[src/rtl/core/dexl_pkg.sv]
// Shared token codes, class values and the ROLL keyword for the dice expression lexer.
package dexl_pkg;

	localparam int unsigned KIND_W  = 4;
	localparam int unsigned VALUE_W = 31;
	localparam int unsigned GROUP_N = 3;

	localparam logic [KIND_W-1:0] K_START = 4'd0;
	localparam logic [KIND_W-1:0] K_END   = 4'd1;
	localparam logic [KIND_W-1:0] K_ADD   = 4'd2;
	localparam logic [KIND_W-1:0] K_SUB   = 4'd3;
	localparam logic [KIND_W-1:0] K_MUL   = 4'd4;
	localparam logic [KIND_W-1:0] K_DIV   = 4'd5;
	localparam logic [KIND_W-1:0] K_LBR   = 4'd6;
	localparam logic [KIND_W-1:0] K_RBR   = 4'd7;
	localparam logic [KIND_W-1:0] K_ROLL  = 4'd8;
	localparam logic [KIND_W-1:0] K_DIE   = 4'd9;
	localparam logic [KIND_W-1:0] K_NUM   = 4'd10;

	localparam logic [VALUE_W-1:0] NUM_MAX      = 31'h7FFF_FFFF;
	localparam logic [VALUE_W-1:0] CLS_ADDSUB   = 31'd8;
	localparam logic [VALUE_W-1:0] CLS_MULDIV   = 31'd9;
	localparam logic [VALUE_W-1:0] CLS_BRACKET  = 31'd15;
	localparam logic [VALUE_W-1:0] CLS_ROLL     = 31'd1;
	localparam logic [VALUE_W-1:0] IMPLICIT_ONE = 31'd1;

	localparam logic [2:0] ROLL_LEN = 3'd4;

	typedef struct packed {
		logic [KIND_W-1:0]  kind;
		logic [VALUE_W-1:0] value;
	} token_t;

	// upper-case letters of the keyword, by position
	function automatic logic [7:0] roll_letter(input logic [1:0] pos);
		logic [7:0] r;
		unique case (pos)
			2'd0: r = 8'h52;
			2'd1: r = 8'h4F;
			2'd2: r = 8'h4C;
			2'd3: r = 8'h4C;
			default: r = 8'h00;
		endcase
		return r;
	endfunction

endpackage

[src/rtl/core/dice_expression_lexer_unit.sv]
// Top level of the dice expression lexer: character input, token output.
//
// Accepts one character per cycle on the ch request channel while the output buffer
// can take its tokens, and emits tokens on the token channel. A character is held in an input
// register and classified against the lexer state; once the buffer is free, its whole
// token group (zero to three tokens) is written into a three-entry output buffer,
// which drains one token per cycle while out_ready is high. A character producing
// several tokens holds off the next one until the last of them is taken; characters
// producing zero or one token sustain one per cycle while out_ready is high. A zero
// byte emits the end token and resets the lexer state. Numbers saturate at 2^31-1.
module dice_expression_lexer_unit
	import dexl_pkg::*;
(
	input  logic               clk,
	input  logic               arst_n,
	input  logic               in_valid,
	output logic               in_ready,
	input  logic [7:0]         ch,
	output logic               out_valid,
	input  logic               out_ready,
	output logic [KIND_W-1:0]  token_kind,
	output logic [VALUE_W-1:0] token_value,
	output logic               last_of_run
);

	// input stage
	logic       valid_s1;
	logic [7:0] ch_s1;

	// lexer state
	logic               at_start_q;
	logic               num_active_q;
	logic [VALUE_W-1:0] num_acc_q;
	logic               word_active_q;
	logic [2:0]         word_cnt_q;
	logic               word_failed_q;
	logic [KIND_W-1:0]  prev_kind_q;

	// output buffer
	token_t     obuf_q [GROUP_N];
	logic [1:0] ocnt_q;

	// classification
	logic               is_digit;
	logic               is_letter;
	logic               is_d;
	logic [7:0]         upper;
	logic               first_v;
	token_t             first_tok;
	logic [KIND_W-1:0]  prev_mid;
	logic               implicit_v;
	logic               op_v;
	token_t             op_tok;
	logic               is_end;
	token_t             grp [GROUP_N];
	logic [1:0]         grp_cnt;
	logic [KIND_W-1:0]  last_kind;
	logic [VALUE_W-1:0] acc_base;
	logic [34:0]        acc_sum;
	logic [VALUE_W-1:0] acc_next;

	logic buf_free;
	logic advance;
	logic load;
	logic pop;

	assign is_digit  = (ch_s1 >= 8'h30) && (ch_s1 <= 8'h39);
	assign is_letter = ((ch_s1 >= 8'h61) && (ch_s1 <= 8'h7A)) ||
		((ch_s1 >= 8'h41) && (ch_s1 <= 8'h5A));
	assign is_d      = (ch_s1 == 8'h64) && !word_active_q;
	assign upper     = (ch_s1 >= 8'h61) ? (ch_s1 - 8'h20) : ch_s1;
	assign is_end    = (ch_s1 == 8'h00);

	// pending start, number or keyword: at most one can be present
	always_comb begin
		first_v   = 1'b0;
		first_tok = '{kind: K_START, value: '0};
		priority if (at_start_q) begin
			first_v = 1'b1;
		end else if (num_active_q && !is_digit) begin
			first_v   = 1'b1;
			first_tok = '{kind: K_NUM, value: num_acc_q};
		end else if (word_active_q && !is_letter && !word_failed_q &&
				(word_cnt_q == ROLL_LEN)) begin
			first_v   = 1'b1;
			first_tok = '{kind: K_ROLL, value: CLS_ROLL};
		end else begin
			first_v = 1'b0;
		end
	end

	assign prev_mid   = first_v ? first_tok.kind : prev_kind_q;
	assign implicit_v = is_d && (prev_mid != K_NUM) && (prev_mid != K_RBR);

	always_comb begin
		op_v   = 1'b1;
		op_tok = '{kind: K_DIE, value: '0};
		if (!is_d) begin
			unique case (ch_s1)
				8'h2B: op_tok = '{kind: K_ADD, value: CLS_ADDSUB};
				8'h2D: op_tok = '{kind: K_SUB, value: CLS_ADDSUB};
				8'h2A: op_tok = '{kind: K_MUL, value: CLS_MULDIV};
				8'h2F: op_tok = '{kind: K_DIV, value: CLS_MULDIV};
				8'h28, 8'h7B, 8'h5B: op_tok = '{kind: K_LBR, value: CLS_BRACKET};
				8'h29, 8'h7D, 8'h5D: op_tok = '{kind: K_RBR, value: CLS_BRACKET};
				8'h00: op_tok = '{kind: K_END, value: '0};
				default: op_v = 1'b0;
			endcase
		end
	end

	always_comb begin
		for (int i = 0; i < GROUP_N; i++) begin
			grp[i] = '{kind: K_START, value: '0};
		end
		grp_cnt   = 2'd0;
		last_kind = prev_kind_q;
		if (first_v) begin
			grp[grp_cnt] = first_tok;
			last_kind    = first_tok.kind;
			grp_cnt      = grp_cnt + 2'd1;
		end
		if (implicit_v) begin
			grp[grp_cnt] = '{kind: K_NUM, value: IMPLICIT_ONE};
			last_kind    = K_NUM;
			grp_cnt      = grp_cnt + 2'd1;
		end
		if (op_v) begin
			grp[grp_cnt] = op_tok;
			last_kind    = op_tok.kind;
			grp_cnt      = grp_cnt + 2'd1;
		end
	end

	// decimal accumulate, acc*10 + digit with saturation
	assign acc_base = num_active_q ? num_acc_q : '0;
	assign acc_sum  = ({4'b0, acc_base} << 3) + ({4'b0, acc_base} << 1) +
		{31'b0, ch_s1[3:0]};
	assign acc_next = (|acc_sum[34:31]) ? NUM_MAX : acc_sum[VALUE_W-1:0];

	assign pop      = out_valid && out_ready;
	assign buf_free = (ocnt_q == 2'd0) || (pop && (ocnt_q == 2'd1));
	assign advance  = valid_s1 && ((grp_cnt == 2'd0) || buf_free);
	assign load     = advance && (grp_cnt != 2'd0);
	assign in_ready = !valid_s1 || advance;

	assign out_valid   = (ocnt_q != 2'd0);
	assign token_kind  = obuf_q[0].kind;
	assign token_value = obuf_q[0].value;
	assign last_of_run = (ocnt_q == 2'd1);

	always_ff @(posedge clk or negedge arst_n) begin
		if (!arst_n) begin
			valid_s1 <= 1'b0;
		end else if (in_ready) begin
			valid_s1 <= in_valid;
		end
	end

	always_ff @(posedge clk) begin
		if (in_valid && in_ready) begin
			ch_s1 <= ch;
		end
	end

	always_ff @(posedge clk or negedge arst_n) begin
		if (!arst_n) begin
			at_start_q    <= 1'b1;
			num_active_q  <= 1'b0;
			num_acc_q     <= '0;
			word_active_q <= 1'b0;
			word_cnt_q    <= '0;
			word_failed_q <= 1'b0;
			prev_kind_q   <= K_START;
		end else if (advance) begin
			if (is_end) begin
				at_start_q    <= 1'b1;
				num_active_q  <= 1'b0;
				num_acc_q     <= '0;
				word_active_q <= 1'b0;
				word_cnt_q    <= '0;
				word_failed_q <= 1'b0;
				prev_kind_q   <= K_START;
			end else begin
				at_start_q  <= 1'b0;
				prev_kind_q <= last_kind;
				if (is_digit) begin
					num_active_q <= 1'b1;
					num_acc_q    <= acc_next;
				end else begin
					num_active_q <= 1'b0;
					num_acc_q    <= '0;
				end
				if (is_letter && !is_d) begin
					word_active_q <= 1'b1;
					if (!word_failed_q && (word_cnt_q < ROLL_LEN)) begin
						if (upper == roll_letter(word_cnt_q[1:0])) begin
							word_cnt_q <= word_cnt_q + 3'd1;
						end else begin
							word_failed_q <= 1'b1;
						end
					end
				end else if (!is_letter) begin
					word_active_q <= 1'b0;
					word_cnt_q    <= '0;
					word_failed_q <= 1'b0;
				end
			end
		end
	end

	always_ff @(posedge clk or negedge arst_n) begin
		if (!arst_n) begin
			ocnt_q <= 2'd0;
		end else if (load) begin
			ocnt_q <= grp_cnt;
		end else if (pop) begin
			ocnt_q <= ocnt_q - 2'd1;
		end
	end

	always_ff @(posedge clk) begin
		if (load) begin
			for (int i = 0; i < GROUP_N; i++) begin
				obuf_q[i] <= grp[i];
			end
		end else if (pop) begin
			obuf_q[0] <= obuf_q[1];
			obuf_q[1] <= obuf_q[2];
		end
	end

`ifndef ASSERT_OFF
	a_runs_exclusive: assert property (@(posedge clk) disable iff (!arst_n)
		!(num_active_q && word_active_q))
		else $error("number and letter run active together");

	a_start_clean: assert property (@(posedge clk) disable iff (!arst_n)
		at_start_q |-> (!num_active_q && !word_active_q))
		else $error("run pending at expression start");

	a_end_resets: assert property (@(posedge clk) disable iff (!arst_n)
		(advance && is_end) |=> (at_start_q && (prev_kind_q == K_START)))
		else $error("end of expression did not reset lexer");

	a_no_overwrite: assert property (@(posedge clk) disable iff (!arst_n)
		load |-> ((ocnt_q == 2'd0) || ((ocnt_q == 2'd1) && out_ready)))
		else $error("token group overwrote undelivered tokens");
`endif

endmodule

[config.mk]
export PLATFORM = sky130hd
export DESIGN_NAME = dice_expression_lexer_unit
export DESIGN_NICKNAME = d
export VERILOG_FILES = /design/src/rtl/core/dexl_pkg.sv /design/src/rtl/core/dice_expression_lexer_unit.sv
export SDC_FILE = /design/constraint.sdc
export NUM_CORES = 1
export LEC_CHECK = 0
export ABC_AREA = 1
export BUFFER_PORTS_ARGS = -buffer_cell sky130_fd_sc_hd__buf_2
export CORE_MARGIN = 2
export CORE_UTILIZATION = 60
export CTS_BUF_LIST = sky130_fd_sc_hd__clkbuf_8 sky130_fd_sc_hd__clkbuf_16
export DETAILED_ROUTE_END_ITERATION = 8
export PLACE_DENSITY = 0.79
export SLEW_MARGIN = 20
export SYNTH_ARGS = -nofsm -noshare
export SYNTH_HDL_FRONTEND = slang
export SYNTH_SLANG_ARGS = --single-unit
[constraint.sdc]
create_clock -name clk -period 10.08 [get_ports clk]
set_input_delay 0.504 -clock clk [delete_from_list [all_inputs] [get_ports clk]]
set_output_delay 0.504 -clock clk [all_outputs]
set_load 0.02 [all_outputs]
# Word level (Yosys, flattened, before mapping)
# Memory sizes are Yosys's and may differ from the RTL's.
# Cells that the tools add are included.
[word_totals]
ff_bits = 53
ramBits = 105
input_bits = 12
output_inout_bits = 38
wordCells = 162
n_memories = 1
[op_classes]
addsub = 7
order_cmp = 11
n_eq_ne = 23
muxes = 59
n_bitwise = 7
n_reduce_logical = 44
[mem_list]
columns = ["memory", "words", "width", "rd", "rd_ports_with_merged_regs", "wr", "line", "rtl"]
rows = [
  ["obuf_q", 3, 35, 3, 0, 3, "dice_expression_lexer_unit.sv:40", "token_t obuf_q [GROUP_N];"],
]
[op_table]
columns = ["op", "count"]
rows = [
  ["35-bit two-way mux", 9],
  ["35-bit one-hot mux with 7 select lines", 1],
  ["105-bit two-way mux", 2],
  ["35-bit demux with 2-bit select", 2],
  ["31-bit two-way mux", 4],
  ["105-bit bitwise mux", 1],
  ["96-bit AND", 1],
  ["96-bit NOT", 1],
  ["8-bit by 6-bit equality test with 1-bit output, second input constant", 6],
  ["8-bit by 7-bit equality test with 1-bit output, second input constant", 5],
  ["8-bit two-way mux", 5],
  ["34-bit by 32-bit adder with 35-bit output", 1],
  ["35-bit by 4-bit adder with 35-bit output", 1],
  ["8-bit one-hot mux with 3 select lines", 1],
  ["1-bit two-way mux", 21],
  ["1-bit logical AND", 19],
  ["8-bit by 7-bit greater-or-equal comparator with 1-bit output, second input constant", 2],
  ["8-bit by 7-bit less-or-equal comparator with 1-bit output, second input constant", 2],
  ["4-bit two-way mux", 4],
  ["3-bit two-way mux", 5],
  ["11-bit OR reduction", 1],
  ["9-bit OR", 1],
  ["8-bit equality test", 1],
  ["8-bit by 6-bit greater-or-equal comparator with 1-bit output, second input constant", 1],
  ["29 further kinds", 54],
]

# Depth between registers and ports, before layout
[logic_depth]
ltp_word = 26
mapped_depth = 26
ltp_nobuf = 25

# Worst setup path after synthesis
# No wires, ideal clock.
[synth_timing]
path_kind = "flip-flop to flip-flop"
from = "register ch_s1[3]"
to = "memory obuf_q[0][0] in the netlist's numbering (enable)"
arrival_ps = 3387
t_required_ps = 9679
slack_ps = 6292
path_stages_with_launch = 17
path_buffers = 0
period_less_slack_ps = 3788
cell_sequence = "edfxtp_1 > nand2_1 > nand2_1 > or3_1 > nand2_1 > nand2_1 > nor2_2 > nand2_1 > nand2_1 > nand3_1 > nand2_1 > ha_1 > nand2_1 > nand2_1 > nand2_2 > nand3_4 > nand2_1"
[synth_rtl]
columns = ["item", "line", "rtl"]
rows = [
  ["start, declared", "dice_expression_lexer_unit.sv:28", "logic [7:0] ch_s1;"],
  ["start signal, assigned", "dice_expression_lexer_unit.sv:162", "ch_s1 <= ch;"],
  ["end, declared", "dice_expression_lexer_unit.sv:40", ""],
]

# Worst setup path after layout
[layout_timing]
from = "register ch_s1[3]"
to = "register num_acc_q[20]"
[layout_between]
elab_chain_len = 20
word_cells_on_any_way = 56
[layout_lines]
columns = ["item", "line", "rtl"]
rows = [
  ["8-bit by 7-bit greater-or-equal comparator with 1-bit output, or another cell as far along", "dice_expression_lexer_unit.sv:68", "assign is_letter = ((ch_s1 >= 8'h61) && (ch_s1 <= 8'h7A)) ||"],
  ["1-bit logical AND, on equally long branches", "dice_expression_lexer_unit.sv:68, dice_expression_lexer_unit.sv:69", ""],
  ["1-bit logical OR", "dice_expression_lexer_unit.sv:68", ""],
  ["1-bit zero test", "-", ""],
  ["1-bit logical AND (3 in a row)", "dice_expression_lexer_unit.sv:83", "end else if (word_active_q && !is_letter && !word_failed_q &&"],
  ["1-bit two-way mux or 35-bit two-way mux (tied branches)", "dice_expression_lexer_unit.sv:83", ""],
  ["1-bit two-way mux or 35-bit two-way mux (tied branches)", "dice_expression_lexer_unit.sv:80", "end else if (num_active_q && !is_digit) begin"],
  ["1-bit two-way mux or 35-bit two-way mux (tied branches)", "dice_expression_lexer_unit.sv:78", "priority if (at_start_q) begin"],
  ["4-bit two-way mux", "-", ""],
  ["4-bit != test", "dice_expression_lexer_unit.sv:93", "assign implicit_v = is_d && (prev_mid != K_NUM) && (prev_mid != K_RBR);"],
  ["1-bit logical AND (2 in a row)", "dice_expression_lexer_unit.sv:93", ""],
  ["2-bit two-way mux", "dice_expression_lexer_unit.sv:123", "if (implicit_v) begin"],
  ["2-bit by 1-bit adder with 2-bit output", "dice_expression_lexer_unit.sv:131", "grp_cnt = grp_cnt + 2'd1;"],
  ["2-bit two-way mux", "dice_expression_lexer_unit.sv:128", "if (op_v) begin"],
  ["2-bit zero test", "dice_expression_lexer_unit.sv:143", "assign advance = valid_s1 && ((grp_cnt == 2'd0) || buf_free);"],
  ["1-bit logical OR", "dice_expression_lexer_unit.sv:143", ""],
  ["1-bit logical AND", "dice_expression_lexer_unit.sv:143", ""],
  ["end signal, assigned", "dice_expression_lexer_unit.sv:189", "num_acc_q <= acc_next;"],
  ["end, declared", "dice_expression_lexer_unit.sv:33", "logic [VALUE_W-1:0] num_acc_q;"],
]
# Parallel ways exist; a longest one is shown, timed or not.
# A chain may end at the register's enable or synchronous reset.

==> summary.md <==
| Metric | Value |
|---|---|
| M1 GR Usage | 34.3% |
| Post-Syn Nets | 1,072 |
| Clock transition at path regs | 0.07 ns |
| GR Layer Usage met2 | 40.0% |
| Async SR Flop Fraction | 44.6% |
| Port bufs | 49 |
| Grt ovf | 0 |
| Crit path launch | ch_s1[3] |
| Detailed Routing Iterations Pass 1 | 6 |
| Sw Pwr | 0.584 mW |
| Row cnt | 41 |
| Clk_skew | 0.00688 ns |
| Top_reg_cell synth | edfxtp_1 |
| Seq pwr share | 43.1% |
| Status | finished clean |
| Pwr/cell area | between 150 and 200 nW/um2 |
| Initial antenna violation count | 0 |
| Final #Nets | 1,073 |
| Clk_lat worst skew | 0.35 ns |
| Clock period minus worst slack | 4.08 ns |
| GPL Wtd Cong | 0.968 |
| CP Capture Type | register |
| Layout cells sized above 1 | 12.6% |
| GRT Util Overall | roughly 25% |
| Number of global-route vias before repair | between 6k and 7k |
| Setup crit end | num_acc_q[20] |
| Number of remaining DRC errors | 0 |
| Chip width | 119 um |
| Comb pwr share | 33.9% |
| Syn Area/Cell | between 8 and 9 um2 |
| CTS max path bufs | 2 |
| Area Growth Syn to Fin | 3.90% |
| Syn Inst Count | 985 |
| Reg2Reg Depth | 20 |
| Largest net degree at the start of global routing | 46 |
| Hpwl dp | 12.7 mm |
| Crit Path Category | register to register |
| Fmax | 245 MHz |
| Footprint of the multi-input gates | about 4200 um2 |
| CTS tree | done |
| Final Slew Violations | 0 |
| Max_slew headroom | 31.0% |
| Die Y | 119 um |
| Initial DRC count | slightly below 600 |
| Boundary Pins | 50 |
| Area of the die | 14,100 um2 |
| RSZ-0062 raised after global routing | false |
| FF+latch count, synth | 101 |
| Final std cells w/o fill | 1,163 |
| R2r setup slk | between 6 and 7 ns |
| Sw frac | between 30% and 40% |
| # hold bufs at CTS | 0 |
| Core Box Area | ~13,000 um2 |
| First-pass GRT wire length | 28.5 mm |
| P_leak | 4.42 nW |
| Peak supply drop | 0.000114 V |
| Vias per Instance | between 5 and 6 |
| Fin crit share | 40.5% |
| GR peak layer | met2 |
| Power share of the clock group | a little under a quarter |
| Max_cap viols | 0 |
| Critical path arrival | 4.37 ns |
| CP Launch Type | register |
| Synth warnings | 0 |
| Post-synth EDFFs | 56 |
| Root Buffer | clkbuf_16 |
| Final ANT Viol Nets | 0 |
| H-tree depth | 3 |
| Placed cells | 1,147 |
| Crit-path max FO | 40 |
| Mapped cell area | 7920 um2 |
| Filler cells | 1,072 |
| Worst Tran Pin Value | 1.03 ns |
| HP Class | input port to asynchronous set/reset pin |
| Initial Util | between 60% and 70% |
| Post-CTS sizing | 0 |
| # setup viols final | 0 |
| Setup tns final | 0 ns |
| Wirelength per Cell | 14.8 um |
| Worst r2r src | ch_s1[3] |
| Yosys cell types | 47 |
| FF-to-FF End | num_acc_q[20] |
| Worst Path Required | 10.37 ns |
| Cts bufs inserted | 9 |
| Internal power | 0.905 mW |
| Vias | 6,414 |
| Ant diodes | 0 |
| WL final | 17.2 mm |
| Post-CTS Setup Inserts | 0 |
| FF+latch area | 2810 um2 |
| Share of the yosys chip area belonging to registers | roughly 35% |
| Global routing usage on met3 | 4.36% |
| Clock Sinks | around 100 |
| Final hold violations | 0 |
## Yosys cell counts (3+ instances only)
cell | number | area share (%)
nor3_1 | 8 | 0.51
clkbuf_1 | 4 | 0.19
nor3b_2 | 26 | 4.1
nand2_1 | 286 | 14
buf_2 | 7 | 0.44
dfrtp_1 | 44 | 14
nor2_2 | 5 | 0.40
ha_1 | 73 | 12
a21oi_1 | 45 | 2.8
nor2_1 | 61 | 2.9
o21bai_1 | 4 | 0.38
xnor2_1 | 13 | 1.4
nor2_4 | 4 | 0.57
inv_1 | 104 | 4.9
o21ai_1 | 9 | 0.57
nand3b_1 | 3 | 0.28
o21ai_0 | 23 | 1.5
nor4_1 | 3 | 0.24
xor2_1 | 16 | 1.8
a21o_1 | 7 | 0.66
nand3_1 | 75 | 4.7
o211ai_1 | 4 | 0.38
nand2_2 | 5 | 0.40
o21a_1 | 3 | 0.28
a31oi_1 | 6 | 0.47
buf_4 | 40 | 3.8
edfxtp_1 | 56 | 21
buf_6 | 11 | 1.6
nand4_1 | 14 | 1.1
inv_2 | 5 | 0.24
## how the worst min path moves through the flow
stage,from,to,slack [ns],depth (start not counted)
after global placement,prev_kind_q[2],prev_kind_q[2],0.48,2
after floorplan,arst_n,num_acc_q[0],0.21,0
after global routing,arst_n,ocnt_q[1],0.30,2
after detailed placement,prev_kind_q[2],prev_kind_q[2],0.48,2
after CTS,arst_n,num_acc_q[28],0.27,2
final,arst_n,ocnt_q[1],0.23,2
## sequential cells by signal, indices dropped and copies added (netlist names)
signal	count
obuf_q	48
num_acc_q	31
ch_s1	8
prev_kind_q	4
word_cnt_q	3
ocnt_q	2
at_start_q	1
num_active_q	1
valid_s1	1
word_active_q	1
word_failed_q	1
## layout by cell type (no fill, tap or decap), types with 3 or more instances in the layout
cell and count:
nor3b_2 26, o21ai_1 9, buf_4 3, xnor2_1 13
ha_1 73, nor3_1 8, a31oi_1 6, nand2_1 285
a21o_1 7, inv_2 5, o211ai_1 4, inv_1 105
nand3b_1 3, clkbuf_16 9, o21bai_1 4, xor2_1 16
o21ai_0 23, o21a_1 3, nor2_2 7, nand2_2 6
edfxtp_1 56, nor2_4 4, a21oi_1 45, dfrtp_1 43
nand4_1 14, buf_2 49, nor2_1 59, nand3_1 75
nor4_1 3
## worst max-delay path, stage by stage, from the launching register on
cell and delay [ns]:
edfxtp_1 0.52, nand2_1 0.22, nand2_1 0.10, or3_1 0.41, nand2_1 0.19, nand2_1 0.11
nor2_2 0.16, nand2_1 0.08, nand2_1 0.08, nand3_1 0.10, nand2_1 0.10, ha_1 0.32
inv_1 0.10, nand4_1 0.08, nand2_1 0.10, nand2_2 0.10, nand2_2 0.09, nand2_4 0.25
nor2_4 0.65, nand2_1 0.13, nand2_1 0.09
## logic make-up (layout without fill, tap and decap cells)
| kind of cell | after synthesis | in the layout | synth area share, % |
|---|---|---|---|
| AO/OA/AOI/OAI | 110 | 110 | 8.11 |
| AND/OR/NAND/NOR | 498 | 498 | 29.9 |
| flip-flops | 101 | 101 | 35.5 |
| adder cells (fa/ha/maj) | 75 | 75 | 12.0 |
| XOR/XNOR | 29 | 29 | 3.21 |
| buffers and inverters | 172 | 178 | 11.2 |
## area by class of cell
| cell class | instances | share of cell area, % |
|---|---|---|
| Clock buffer | 9 | 2.74 |
| Sequential cell | 101 | 34.2 |
| Timing Repair Buffer | 52 | 3.25 |
| Inverter | 110 | 5.05 |
| Clock inverter | 7 | 0.806 |
| Tap cell | 172 | 2.62 |
| Multi-Input combinational cell | 712 | 51.4 |
## metrics by stage
stage | worst slack [ns] | hold WS, ns | power [mW] | cell area (um2) | utilization (%)
after detailed placement | 5.83 | 0.483 | 1.15 | 7930 | 62.1
after global routing | 5.60 | 0.295 | 1.58 | 8230 | 64.4
after global placement | 5.90 | 0.477 | 1.14 | 7930 | 62.1
after floorplan | 6.29 | 0.208 | 1.11 | 7920 | -
after CTS | 5.79 | 0.271 | 1.50 | 8230 | 64.4
final | 6.00 | 0.234 | 1.49 | 8230 | 64.4
## metal layers
layer / vias to the layer above / share of wire [%]
met1: 2962 / 45
met3: 31 / 5.2
li1: 3216 / -
met5: - / 0
met2: 205 / 47
met4: 0 / 2.6
## power by group through the flow
| stage | Clock (mW) | Combinational, mW | Sequential (mW) |
|---|---|---|---|
| floorplan | 0 | 0.488 | 0.627 |
| global placement | 0 | 0.492 | 0.645 |
| detailed placement | 0 | 0.505 | 0.649 |
| CTS | 0.347 | 0.508 | 0.641 |
| global route | 0.366 | 0.562 | 0.653 |
| finish | 0.343 | 0.505 | 0.642 |
No activity file was read; power rests on OpenSTA's default activity.
